<file path="src/hdl/mass_pkg.sv">
// Shared types, constants and helpers for the markup attribute span scanner.
package mass_pkg;

  localparam int MaxScanChars = 65536;
  localparam int IdxW         = $clog2(MaxScanChars);
  localparam int PosW         = 31;
  localparam int CharW        = 8;

  localparam logic [CharW-1:0] ChSpace = 8'h20;
  localparam logic [CharW-1:0] ChTab   = 8'h09;
  localparam logic [CharW-1:0] ChLf    = 8'h0A;
  localparam logic [CharW-1:0] ChCr    = 8'h0D;
  localparam logic [CharW-1:0] ChEqual = 8'h3D;
  localparam logic [CharW-1:0] ChQuote = 8'h22;

  typedef enum logic [2:0] {
    ST_INVALID = 3'd0,
    ST_KEY     = 3'd1,
    ST_PRE     = 3'd2,
    ST_ASSIGN  = 3'd3,
    ST_STRING  = 3'd4,
    ST_VALUE   = 3'd5,
    ST_VALID   = 3'd6
  } scan_state_e;

  typedef enum logic [1:0] {
    CC_SPACE,
    CC_EQUAL,
    CC_QUOTE,
    CC_OTHER
  } char_class_e;

  typedef struct packed {
    logic            found;
    logic [PosW-1:0] span_start;
    logic [PosW-1:0] span_end;
    logic            done;
  } result_t;

  function automatic char_class_e classify(input logic [CharW-1:0] c);
    char_class_e cls;
    if (c == ChSpace || c == ChTab || c == ChLf || c == ChCr) begin
      cls = CC_SPACE;
    end else if (c == ChEqual) begin
      cls = CC_EQUAL;
    end else if (c == ChQuote) begin
      cls = CC_QUOTE;
    end else begin
      cls = CC_OTHER;
    end
    return cls;
  endfunction

endpackage

</file>
<file path="src/hdl/mass_core.sv">
// Scan state machine, character index and span position logic.
module mass_core (
  input  logic                          clk_i,
  input  logic                          rst_ni,
  input  logic                          step_i,
  input  logic [mass_pkg::CharW-1:0]    char_code_i,
  input  logic                          last_char_i,
  input  logic [mass_pkg::PosW-1:0]     base_i,
  output mass_pkg::result_t             result_o
);
  import mass_pkg::*;

  localparam logic [IdxW-1:0] IdxMax = IdxW'(MaxScanChars - 1);

  scan_state_e     state_q, state_d;
  scan_state_e     trans, settled;
  logic [IdxW-1:0] idx_q, idx_d;
  logic [IdxW-1:0] ks_q, ks_d;
  char_class_e     cls;
  logic            ks_load;
  logic            ws_close;
  logic            closes;
  logic            open_close;
  logic            found;

  assign cls = classify(char_code_i);

  // transition, then resolve a completed attribute back to invalid
  always_comb begin
    trans    = state_q;
    ks_load  = 1'b0;
    ws_close = 1'b0;
    case (cls)
      CC_SPACE: begin
        case (state_q)
          ST_KEY:   trans = ST_PRE;
          ST_VALUE: begin
            trans    = ST_VALID;
            ws_close = 1'b1;
          end
          default: ;
        endcase
      end
      CC_EQUAL: begin
        case (state_q)
          ST_KEY, ST_PRE:      trans = ST_ASSIGN;
          ST_ASSIGN, ST_VALUE: trans = ST_INVALID;
          default: ;
        endcase
      end
      CC_QUOTE: begin
        case (state_q)
          ST_STRING:                trans = ST_VALID;
          ST_KEY, ST_PRE, ST_VALUE: trans = ST_INVALID;
          ST_ASSIGN:                trans = ST_STRING;
          default: ;
        endcase
      end
      default: begin
        case (state_q)
          ST_INVALID: begin
            trans   = ST_KEY;
            ks_load = 1'b1;
          end
          ST_PRE:    trans = ST_INVALID;
          ST_ASSIGN: trans = ST_VALUE;
          default: ;
        endcase
      end
    endcase

    closes  = (trans >= ST_VALID);
    settled = closes ? ST_INVALID : trans;

    if (last_char_i) begin
      state_d = ST_INVALID;
      idx_d   = '0;
      ks_d    = '0;
    end else begin
      state_d = settled;
      idx_d   = (idx_q == IdxMax) ? idx_q : idx_q + 1'b1;
      ks_d    = ks_load ? idx_q : ks_q;
    end
  end

  // span outputs; an open bare value is closed by the last character
  always_comb begin
    open_close          = last_char_i && (settled == ST_VALUE);
    found               = closes || open_close;
    result_o.found      = found;
    result_o.done       = last_char_i;
    result_o.span_start = found ? base_i + PosW'(ks_q) : '0;
    result_o.span_end   = found ? base_i + PosW'(idx_q) + PosW'(closes && !ws_close) : '0;
  end

  always_ff @(posedge clk_i or negedge rst_ni) begin
    if (!rst_ni) begin
      state_q <= ST_INVALID;
      idx_q   <= '0;
      ks_q    <= '0;
    end else if (step_i) begin
      state_q <= state_d;
      idx_q   <= idx_d;
      ks_q    <= ks_d;
    end
  end

  a_no_held_valid: assert property (@(posedge clk_i) disable iff (!rst_ni)
    state_q < ST_VALID)
    else $error("completed state held in scan register");

  a_idx_bound: assert property (@(posedge clk_i) disable iff (!rst_ni)
    idx_q <= IdxMax && ks_q <= idx_q)
    else $error("character index out of range");

  a_last_clears: assert property (@(posedge clk_i) disable iff (!rst_ni)
    step_i && last_char_i |=> state_q == ST_INVALID && idx_q == '0 && ks_q == '0)
    else $error("scan state not cleared after last character");

endmodule

</file>
<file path="src/hdl/markup_attribute_span_scanner_top.sv">
// Top level of the markup attribute span scanner: handshakes, word registers, base register.
//
// Usage:
//   Input channel (in_valid_i / in_ready_o) carries one word per tag-interior
//   character: char_code_i and last_char_i, which marks the final character.
//   Output channel (out_valid_o / out_ready_i) returns exactly one word per
//   input word: span_found_o, span_start_o, span_end_o and scan_done_o.
//   Config channel (cfg_valid_i / cfg_ready_o, cfg_data_i) sets the 31-bit
//   base position added to all span positions; cfg_ready_o is always high.
//   Write it only while no words are in flight.
// Path: an accepted word passes the input register, then the result register that drives the outputs.
// Throughput: one word per cycle while out_ready_i is high, bounded by the state step
//   between the input register and the result register.
// Reset: scan state, index and base return to zero; both word registers empty.
// Receiver stall: the result register holds; the input register still takes
//   one more word, then in_ready_o drops until the result is taken.
module markup_attribute_span_scanner_top (
  input  logic                          clk_i,
  input  logic                          rst_ni,
  input  logic                          cfg_valid_i,
  output logic                          cfg_ready_o,
  input  logic [mass_pkg::PosW-1:0]     cfg_data_i,
  input  logic                          in_valid_i,
  output logic                          in_ready_o,
  input  logic [mass_pkg::CharW-1:0]    char_code_i,
  input  logic                          last_char_i,
  output logic                          out_valid_o,
  input  logic                          out_ready_i,
  output logic                          span_found_o,
  output logic [mass_pkg::PosW-1:0]     span_start_o,
  output logic [mass_pkg::PosW-1:0]     span_end_o,
  output logic                          scan_done_o
);
  import mass_pkg::*;

  logic             base_en;
  logic [PosW-1:0]  base_q;
  logic             in_vld_q;
  logic [CharW-1:0] char_q;
  logic             last_q;
  logic             out_vld_q;
  result_t          res_d, res_q;
  logic             advance;
  logic             in_take;

  // config register, always ready
  assign cfg_ready_o = 1'b1;
  assign base_en     = cfg_valid_i && cfg_ready_o;

  always_ff @(posedge clk_i or negedge rst_ni) begin
    if (!rst_ni) begin
      base_q <= '0;
    end else if (base_en) begin
      base_q <= cfg_data_i;
    end
  end

  // move the buffered word on when the result register is free or draining
  assign advance    = in_vld_q && (!out_vld_q || out_ready_i);
  assign in_ready_o = !in_vld_q || advance;
  assign in_take    = in_valid_i && in_ready_o;

  always_ff @(posedge clk_i or negedge rst_ni) begin
    if (!rst_ni) begin
      in_vld_q <= 1'b0;
    end else if (in_ready_o) begin
      in_vld_q <= in_valid_i;
    end
  end

  always_ff @(posedge clk_i) begin
    if (in_take) begin
      char_q <= char_code_i;
      last_q <= last_char_i;
    end
  end

  mass_core u_core (
    .clk_i       (clk_i),
    .rst_ni      (rst_ni),
    .step_i      (advance),
    .char_code_i (char_q),
    .last_char_i (last_q),
    .base_i      (base_q),
    .result_o    (res_d)
  );

  // result register
  always_ff @(posedge clk_i or negedge rst_ni) begin
    if (!rst_ni) begin
      out_vld_q <= 1'b0;
    end else if (advance) begin
      out_vld_q <= 1'b1;
    end else if (out_ready_i) begin
      out_vld_q <= 1'b0;
    end
  end

  always_ff @(posedge clk_i) begin
    if (advance) begin
      res_q <= res_d;
    end
  end

  assign out_valid_o  = out_vld_q;
  assign span_found_o = res_q.found;
  assign span_start_o = res_q.span_start;
  assign span_end_o   = res_q.span_end;
  assign scan_done_o  = res_q.done;

  a_stall_blocks: assert property (@(posedge clk_i) disable iff (!rst_ni)
    out_vld_q && !out_ready_i && in_vld_q |-> !in_ready_o)
    else $error("input accepted while both word registers are full");

  a_zero_when_none: assert property (@(posedge clk_i) disable iff (!rst_ni)
    out_valid_o && !span_found_o |-> span_start_o == '0 && span_end_o == '0)
    else $error("span positions non-zero without a span");

  a_advance_fills: assert property (@(posedge clk_i) disable iff (!rst_ni)
    advance |=> out_vld_q && res_q.done == $past(last_q))
    else $error("result register not loaded from buffered word");

endmodule
</file>
<file path="config.mk">
export PLATFORM = sky130hd
export DESIGN_NAME = markup_attribute_span_scanner_top
export DESIGN_NICKNAME = d
export VERILOG_FILES = /design/src/hdl/mass_pkg.sv /design/src/hdl/mass_core.sv /design/src/hdl/markup_attribute_span_scanner_top.sv
export SDC_FILE = /design/constraint.sdc
export NUM_CORES = 1
export LEC_CHECK = 0
export CORE_UTILIZATION = 50
export DETAILED_ROUTE_END_ITERATION = 8
export DONT_BUFFER_PORTS = 1
export SETUP_SLACK_MARGIN = 0.2
export SLEW_MARGIN = 20
export SYNTH_ARGS = -nofsm -noshare
export SYNTH_HDL_FRONTEND = slang
export SYNTH_SLANG_ARGS = --single-unit
</file>
<file path="constraint.sdc">
create_clock -name clk_i -period 7.8 [get_ports clk_i]
set_input_delay 0.39 -clock clk_i [delete_from_list [all_inputs] [get_ports clk_i]]
set_output_delay 0.39 -clock clk_i [all_outputs]
set_load 0.02 [all_outputs]
</file>
Word-level counts from Yosys, hierarchy flattened. Cells that the tools add are included.

$lt $le $gt $ge: 1. Equality and inequality tests: 16. Reduce and logical (&&, ||, !) cells: 23. $add $sub $neg: 4. Multiplexer cells: 20.

Operators by type and width (count): two-way mux 16 bit (4); adder 31 x 16 -> 31 bit (2); adder 31 x 1 -> 31 bit (1); case mux 3 bit (3 select lines) (3); == test 8 x 4 -> 1 bit (second input constant) (3); == test 8 x 6 -> 1 bit (second input constant) (3); adder 16 x 1 -> 16 bit (second input constant) (1); == test 16 bit (second input constant) (1); case mux 3 bit (2 select lines) (2); == test 3 bit (second input constant) (3); two-way mux 1 bit (7); == test 3 x 2 -> 1 bit (second input constant) (2); logical OR 1 bit (6); two-way mux 3 bit (2); OR reduction 3 bit (2); logical AND 1 bit (4); two-way mux 2 bit (2); AND reduction 2 bit (2); nonzero test 2 bit (2); OR reduction 2 bit (2); == test 3 x 1 -> 1 bit (second input constant) (1); greater-or-equal comparator 3 bit (second input constant) (1); zero test 1 bit (3); zero test 3 bit (1); other kinds (4) (4).

Bits in registers: 141. Bits of input ports: 45. Output and inout bits: 67. Logic and storage cells: 76.

Longest topological paths before layout. Gate-level depths: netlist (run 1).

Depth in word-level cells: 12. Mapped depth: 14. Mapped depth without buffers: 13.

Modules after synthesis. A second synthesis (run 1) with hierarchy kept.

Cell total of the unflattened synthesis: 655. Area total of the unflattened synthesis: 7417.1 sq um.

Modules (own cells, without submodules): mass_core (cells each 507, times used 1, sequential area each 875.8 sq um, area an instance 3966.3 sq um); markup_attribute_span_scanner_top (cells each 148, times used 1, sequential area each 3017.9 sq um, area an instance 3450.8 sq um).

Worst setup path before layout (run 1). No wires, ideal clock.

Path type: reg-to-reg. From: register char_q[3]. To: register res_q, in the netlist span_end_o[26] (data pin). Period minus slack after synthesis: 3.591 ns. Stages on the path, launching flop included: 15. Data arrival time: 3.445 ns. Setup time: 0.146 ns. Setup slack: 4.209 ns. Data required time: 7.654 ns. Path buffers: 1. Path through: edfxtp_1 -> nor4b_1 -> and3_1 -> nor2b_1 -> o21ai_0 -> fa_1 -> fa_1 -> nor2b_1 -> o2111ai_1 -> a31o_2 -> o211ai_1 -> a41oi_1 -> clkbuf_1 -> or3_1 -> a21oi_1.

Cells in the longest elaborated chain, start to end: 12. Elaborated cells on any way between the ends: 25. Classes of those cells: 1 x add/sub; 1 x order compare; 9 x eq/ne; 6 x mux; 8 x reduce/logical.

Ends and longest elaborated chain: from (decl) (RTL line markup_attribute_span_scanner_top.sv:39) `logic [CharW-1:0] char_q;`; from (signal assigned) (RTL line markup_attribute_span_scanner_top.sv:73) `char_q <= char_code_i;`; == test 8 x 6 -> 1 bit / == test 8 x 4 -> 1 bit (equally long branches) (RTL line mass_pkg.sv:42) `if (c == ChSpace || c == ChTab || c == ChLf || c == ChCr) begin`; logical OR 1 bit (3 in a row) (RTL line mass_pkg.sv:42); two-way mux 2 bit * (RTL line mass_pkg.sv:42); branches (longest 7 deep; another with adder 31 x 1 -> 31 bit); to (signal assigned) (RTL line markup_attribute_span_scanner_top.sv:101) `res_q <= res_d;`; to (decl) (RTL line markup_attribute_span_scanner_top.sv:42) `result_t res_d, res_q;`.

Every way passes the cells marked *. A chain may end at the register's enable or synchronous reset.

Worst setup path in the final report (run 1). Ends and elaborated chain as after synthesis.

==> metrics.yaml, run 1 <==
worstPathRequired_ps: 8060
drive_gt1_frac: 0.1224
core_mm2: 0.01448
dr.pass1.iters: 4
place_area_mm2: 0.007622
syn_avg_cell_area_um2: 11.08
fin_util: 0.5688
syn_area_mm2: 0.007416
netlist_instances: 669
ctsResizeCount: 0
slew_headroom: 0.3778
setup_tns_ps: 0
drcViolationCount: 0
numCtsBuffers: 17
final_cell_area_mm2: 0.008235
async_flop_share: 0.4823
tritoncts: "built"
finClkSkew_ps: 8.566
whs_ps: 53.08
ys_dominant_reg_cell: "edfxtp_1"
drt_iter0_markers: 446
synth-edff-count: 73
yosys_warnings: 0
cts_max_level: 4
die_area_mm2: 0.01532
hpwl_mm: 11.25
clock_latency_ps: 430
grt_pass1_vias: 5244
grt_overflow_total: 0
vias: 5220
hold_viol: 0
fp.dieW_um: 123.8
cts.sinks: 141
yosysUniqueCellTypes: 58
wl_per_cell_um: 19.03
critPathLaunchType: "flop"
top_layer: "met4"
period_needed_ps: 4298
gr-usage-all-layers: 0.2303
endpoint_kind: "flop"
layout.cells.non_filler: 870
gp_congestion: 0.8493
postRouteAntennaNets: 0
ys_ff_latch: 141
antenna_found_initial: 0
clk_path_buf_depth: 2
power_mw: 1.970
path_clk_slew_ps: 60
wl_met3_um: 796
setup_ws_ps: 3502
hp-class: "input port to flop"
powerDensity_mw_per_mm2: 239.2
hold_buffers: 2
crit_arrival_ps: 4560
wl_met2_mm: 8.118
die-height_um: 123.8
rsz0062_at_grt: "false"
final_nets: 753
yosysSeqAreaShare: 0.5251
power_leakage_nw: 3.261
vias_per_cell: 6.000
initial_core_util: 0.5122
slew_violations: 0
io_pins: 112
outcome: "finished, final reports clean"
peakVddDrop_mv: 0.2095
place_ws_ps: 3527
finalSetupViolCount: 0
synth_nets: 749
insertedDiodeCount: 0
syn_to_final_growth_pct: 11.05
io_buffers: 0
root_buffer: "clkbuf_16"
crit_fanout: 12
met1_length_mm: 7.275
dp.cells: 836
worst_pin_slew_ps: 921.2
grt_pass1_wl_mm: 26.33
max_freq_mhz: 232.7
drv_cap: 0
wirelength_mm: 16.56
crit_type: "flop to flop"
row_count: 44
timing.final.crit_share: 0.5510
grt_max_degree: 69
post_cts_buffers: 0
==> final cells by class <==
class | count | area, um2
Clock buffer | 25 | 475.5
Clock inverter | 7 | 88.84
Fill cell | 1262 | 6243
Inverter | 24 | 90.09
Multi-Input combinational cell | 481 | 3354
Sequential cell | 141 | 3894
Tap cell | 184 | 230.2
Timing Repair Buffer | 8 | 102.6
==> state kept, by name (all words and copies together), names as in the netlist <==
name            flops
span_start_o       31
span_found_o        1
char_q              8
in_vld_q            1
span_end_o         31
u_core.state_q      3
last_q              1
u_core.idx_q       16
base_q             31
out_valid_o         1
u_core.ks_q        16
scan_done_o         1
==> cells in the final DEF, fill, tap and decap left out, drive strengths merged, types with 5 or more instances in the layout <==
cell and n:
edfxtp 73, dfrtp 68, nor2 68, o21ai 47, nand2 38, a21oi 35
ha 32, nor3 30, mux2 27, clkbuf 25, inv 24, mux2i 20
a22o 18, xor2 17, nand3 16, o21bai 10, or3 10, xnor2 10
a211oi 10, nor2b 8, or2 7, nand4 7, and2 7, a21o 7
buf 7, nand2b 6, nor3b 6, o211ai 5, clkinv 5
==> critical path: stages (launching register included) <==
cell and delay (ps):
edfxtp_1 440, nor4b_1 280, and3_1 240, nor2b_1 150, o21ai_0 120, fa_1 440, fa_1 400, nor2b_1 220
o2111ai_1 160, a31o_2 300, o211ai_1 270, a41oi_1 460, or3_1 460, a21oi_1 180
==> cells in the mapped netlist (8+ instances only) <==
cell type | instances | share of area
edfxtp_1 | 73 | 0.30
dfrtp_1 | 68 | 0.23
nor2_1 | 68 | 0.034
nand2_1 | 38 | 0.019
a21oi_1 | 35 | 0.024
o21ai_0 | 33 | 0.022
ha_1 | 32 | 0.054
mux2_2 | 27 | 0.041
inv_1 | 24 | 0.012
nor3_1 | 23 | 0.016
mux2i_1 | 20 | 0.027
a22o_1 | 18 | 0.021
xor2_1 | 17 | 0.020
nand3_1 | 16 | 0.011
o21ai_1 | 14 | 0.0094
clkbuf_1 | 13 | 0.0066
o21bai_1 | 10 | 0.010
or3_1 | 10 | 0.0084
xnor2_1 | 10 | 0.012
buf_2 | 8 | 0.0054
nor2b_1 | 8 | 0.0067
==> cells by family after synthesis <==
logic type                 count (synthesis)  synth area share
muxes                                     47           0.06799
AOI/OAI and AO/OA                        154            0.1375
buffers and inverters                     47           0.02615
xor gates and xnor gates                  27           0.03189
and+or+nand+nor                          217            0.1488
other                                      1         0.0005057
adders and majority gates                 35           0.06209
DFF                                      141            0.5251
==> path summary, 6_finish.rpt <==
kind / from / endpoint / slack (ps) / cells after the start
max: char_q[3] / span_end_o[26] / 3500 / 13
min: char_code_i[0] / char_q[0] / 50 / 0
max reg2reg: char_q[3] / span_end_o[26] / 3500 / 13
min reg2reg: in_vld_q / out_valid_o / 510 / 1
max in group asynchronous: rst_ni / base_q[28] / 7000 / 2
min in group asynchronous: rst_ni / u_core.ks_q[4] / 510 / 2
==> layer usage <==
layer,up-vias,global-route usage
met4,0,0.09714
met1,2576,0.2864
met5,-,0
met2,142,0.3823
li1,2474,-
met3,28,0.05495
==> where the power goes <==
group | total, mW | internal [mW] | switching, mW
clock | 0.789 | 0.486 | 0.303
combinational | 0.240 | 0.0991 | 0.141
sequential | 0.941 | 0.852 | 0.0894
total | 1.97 | 1.44 | 0.534
No activity file was read; power rests on OpenSTA's default activity.
==> inputs of run 2 (changes only) <==
- ABC_AREA: not set -> 1
- PLACE_DENSITY: not set -> 0.68
- clock period: 7.8 -> 3.95 ns (I/O delays scaled with it)
==> metrics.yaml, run 2 <==
reg2reg_from: "char_q[0]"
slowest_stage: "edfxtp_1"
syn_to_final_growth_pct: 14.83
syn_avg_cell_area_um2: 7.694  # -31%
cp_top_family: "simple AND/OR/NAND/NOR gates"
cpMostUsedCell: "nand2_1"
synth-simple-area-share: 0.3081  # +0.1593
hp-class: "input port to flop"
die-height_um: 134.9  # +9.0%
synth_area_leaders: "edfxtp_1 (25%), dfrtp_1 (19%), nand2_1 (15%)"
seqCellArea_mm2: 0.003894  # unchanged
final_common_cell: "nand2_1"
synth-edff-count: 73  # unchanged
yosys_warnings: 0  # unchanged
yosysUniqueCellTypes: 37  # -36%
setup.worst_path.start: "char_q[0]"
period_needed_ps: 3553  # -745.6 ps
gr-usage-all-layers: 0.2705  # +0.04020
row_count: 48  # +9.1%
hpwl_mm: 17.34  # +54%
endpoint_kind: "flop"
netlist_instances: 1148  # +72%
clock_latency_ps: 440  # about the same
hold_viol: 0  # unchanged
antenna_found_initial: 0  # unchanged
multiInputGateArea_mm2: 0.004238  # +26%
dp.cells: 1357  # +62%
cpPeakStageDelay_ps: 480  # +20 ps
outcome: "finished, final reports clean"
hp-start: "cfg_valid_i"
slew_violations: 0  # unchanged
synth_nets: 1228  # +64%
drv_cap: 0  # unchanged
tritoncts: "built"
rsz0062_at_grt: "false"
layout.cells.non_filler: 1437  # +65%
powerDensity_mw_per_mm2: 429.2  # +79%
io_buffers: 0  # unchanged
crit_fanout: 5  # -7
seqPwrFrac: 0.450  # -0.028
worstPathRequired_ps: 4100  # -3960 ps
io_pins: 112  # unchanged
combPwrFrac: 0.171  # +0.049
path_buf_inv: 5  # +5
finalSetupViolCount: 0  # unchanged
grt_max_degree: 69  # unchanged
grt_overflow_total: 0  # unchanged
postRouteAntennaNets: 0  # unchanged
layout_common_cells: "nand2_1 (352), inv_1 (159), nor2_1 (118), nand3_1 (73), edfxtp_1 (73)"
async_flop_share: 0.4823  # unchanged
cts_max_level: 4  # unchanged
final_nets: 1279  # +70%
yosysTopAreaCell: "edfxtp_1"
core_mm2: 0.01730  # +19%
ys_ff_latch: 141  # unchanged
initial_core_util: 0.5106  # -0.001551
wl_per_cell_um: 16.37  # -14%
vias_per_cell: 5.366  # -11%
insertedDiodeCount: 0  # unchanged
setup_tns_ps: 0  # unchanged
crit_arrival_ps: 3710  # -850 ps
synth_xor_area_frac: 0.03272  # +0.0008362
max_freq_mhz: 281.5  # +21%
net-switching-power_mw: 1.393  # +160%
drcViolationCount: 0  # unchanged
intPower_mw: 2.960  # +110%
syn_area_mm2: 0.008832  # +19%
path_clk_slew_ps: 60  # about the same
numCtsBuffers: 17  # unchanged
n_fill_cell: 1554  # +23%
ys_dominant_reg_cell: "edfxtp_1"
crit_chain: "inv_1, nand2_1, nor2_1, nand2_2, inv_2, nand2_1, nand2_1, inv_1, nand2_1, nor2_1, nor2_4, o211ai_1, fa_2, fa_2, o21bai_2, nand2_1, nand2_1, buf_4, nand3_1, nand3_1, nand2_1, inv_1, nor2_1"
drive_gt1_frac: 0.09158  # -0.03086
dr.pass1.iters: 5  # +1
wirelength_mm: 23.52  # +42%
peakVddDrop_mv: 0.3230  # +54%
synth_most_common_cell: "nand2_1"
timing.final.crit_share: 0.8994  # +0.3483
vias: 7711  # +48%
die_area_mm2: 0.01820  # +19%
grt_pass1_vias: 7263  # +39%
yosysSeqAreaShare: 0.4409  # -0.08420
yosys.area.top_type_share: 0.2482  # -0.04740
cts.sinks: 141  # unchanged
drt_iter0_markers: 632  # +42%
synth-compound-area-share: 0.06247  # -0.07503
clk_path_buf_depth: 2  # unchanged
critPathLaunchType: "flop"
power_switching_share: 0.3200  # +0.04906
synth_top_family_by_area: "simple AND/OR/NAND/NOR gates"
finClkSkew_ps: 10.03  # +1.460 ps
synth_common_cells: "nand2_1 (355), inv_1 (160), nor2_1 (122)"
synth_fa_ha_area_frac: 0.05213  # -0.009957
gp_congestion: 0.9525  # +12%
muxShareOfSynthArea: 0.01912  # -0.04887
grt_pass1_wl_mm: 37.04  # +41%
fp.dieW_um: 134.9  # +9.0%
clock_power_share: 0.379  # -0.021
power_leakage_nw: 4.999  # +53%
worst_pin_slew_ps: 858.6  # -62.56 ps
root_buffer: "clkbuf_16"
crit_type: "flop to flop"
slew_headroom: 0.4276  # +0.04980
[run 2: changes by cell type in the layout (fill, tap and decap cells not counted), moves of 10 or more]
cell           change
mux2_2            -12
nor2_2            +36
nor3_1            -10
mux2i_1           -20
nand3_1           +57
inv_1            +136
nand4_1           +20
nand2_1          +314
or3_1             -10
a22o_1            -18
dlygate4sd3_1     +42
nor2_1            +51
o21ai_1           -14
o21ai_0           +18
[run 2: final timing paths]
check / end / slack, ps / cells past startpoint
setup / recovery: span_end_o[24] / 400 / 23
hold / removal: base_q[0] / 140 / 3
setup reg to reg: span_end_o[24] / 400 / 23
hold reg to reg: u_core.ks_q[11] / 490 / 2
max in group asynchronous: base_q[27] / 3310 / 2
min in group asynchronous: u_core.state_q[0] / 300 / 2
[run 2: power groups by stage]
| stage | Sequential [mW] | Combinational, mW | Clock [mW] |
|---|---|---|---|
| floorplan | 1.94 | 0.521 | 0 |
| detailed placement | 1.98 | 0.658 | 0 |
| global route | 1.98 | 0.830 | 1.72 |
| finish | 1.96 | 0.744 | 1.65 |
| global placement | 1.98 | 0.653 | 0 |
| CTS | 1.96 | 0.728 | 1.67 |
[run 2: stage by stage]
| step | total power [mW] | util | setup slack (ps) | instance area [um2] | hold WS [ps] |
|---|---|---|---|---|---|
| finish | 4.353 | 0.5864 | 397.5 | 10140 | 139.7 |
| global route | 4.530 | 0.5864 | 193.4 | 10140 | 148.2 |
| CTS | 4.350 | 0.5832 | 236.2 | 10090 | 128.5 |
| detailed placement | 2.641 | 0.5204 | 131.9 | 9001 | -95.99 |
| global placement | 2.632 | 0.5204 | 260.9 | 9001 | -96.13 |
| floorplan | 2.458 | - | 719.9 | 8832 | -98.09 |
[run 2: worst register-to-register path: stages (launching register included)]
cell      delay (ps)
edfxtp_1         480
inv_1            110
nand2_1           60
nor2_1           140
nand2_2          110
inv_2            100
nand2_1           50
nand2_1           50
inv_1             40
nand2_1           50
nor2_1            60
nor2_4           110
o211ai_1         140
fa_2             460
fa_2             390
o21bai_2         180
nand2_1          110
nand2_1          130
buf_4            150
nand3_1          110
nand3_1          120
nand2_1           60
inv_1             50
nor2_1            40
[run 2: logic make-up after synthesis]
kind of cell,after synthesis
DFF,141
buffers and inverters,182
other,1
and+or+nand+nor,639
adders and majority gates,35
muxes,15
AOI/OAI and AO/OA,102
xor gates and xnor gates,33
[run 2: per-layer routing]
metal  global-route usage  routed length [um]  up-vias
li1                     -                   -     3782
met1               0.3715               10790     3610
met2               0.4278               10750      274
met3              0.05293                1521       45
met4              0.09176                 466        0
met5                    0                   0        -
[run 2: repair_timing]
item                       CTS  global route
pin swaps                    0             4
setup buffers                0             2
hold buffers                45             0
setup endpoints to repair    6            13
gates resized for setup      1            11
cloned                       0             1
hold endpoints to repair   110             0
[run 2: layout make-up]
cell class / count / area share
multi-input combinational: 826 / 0.4178
sequential: 141 / 0.3839
inverter: 164 / 0.06070
clock buffer: 22 / 0.05009
timing repair buffer: 49 / 0.05009
tap: 225 / 0.02776
clock inverter: 10 / 0.009623
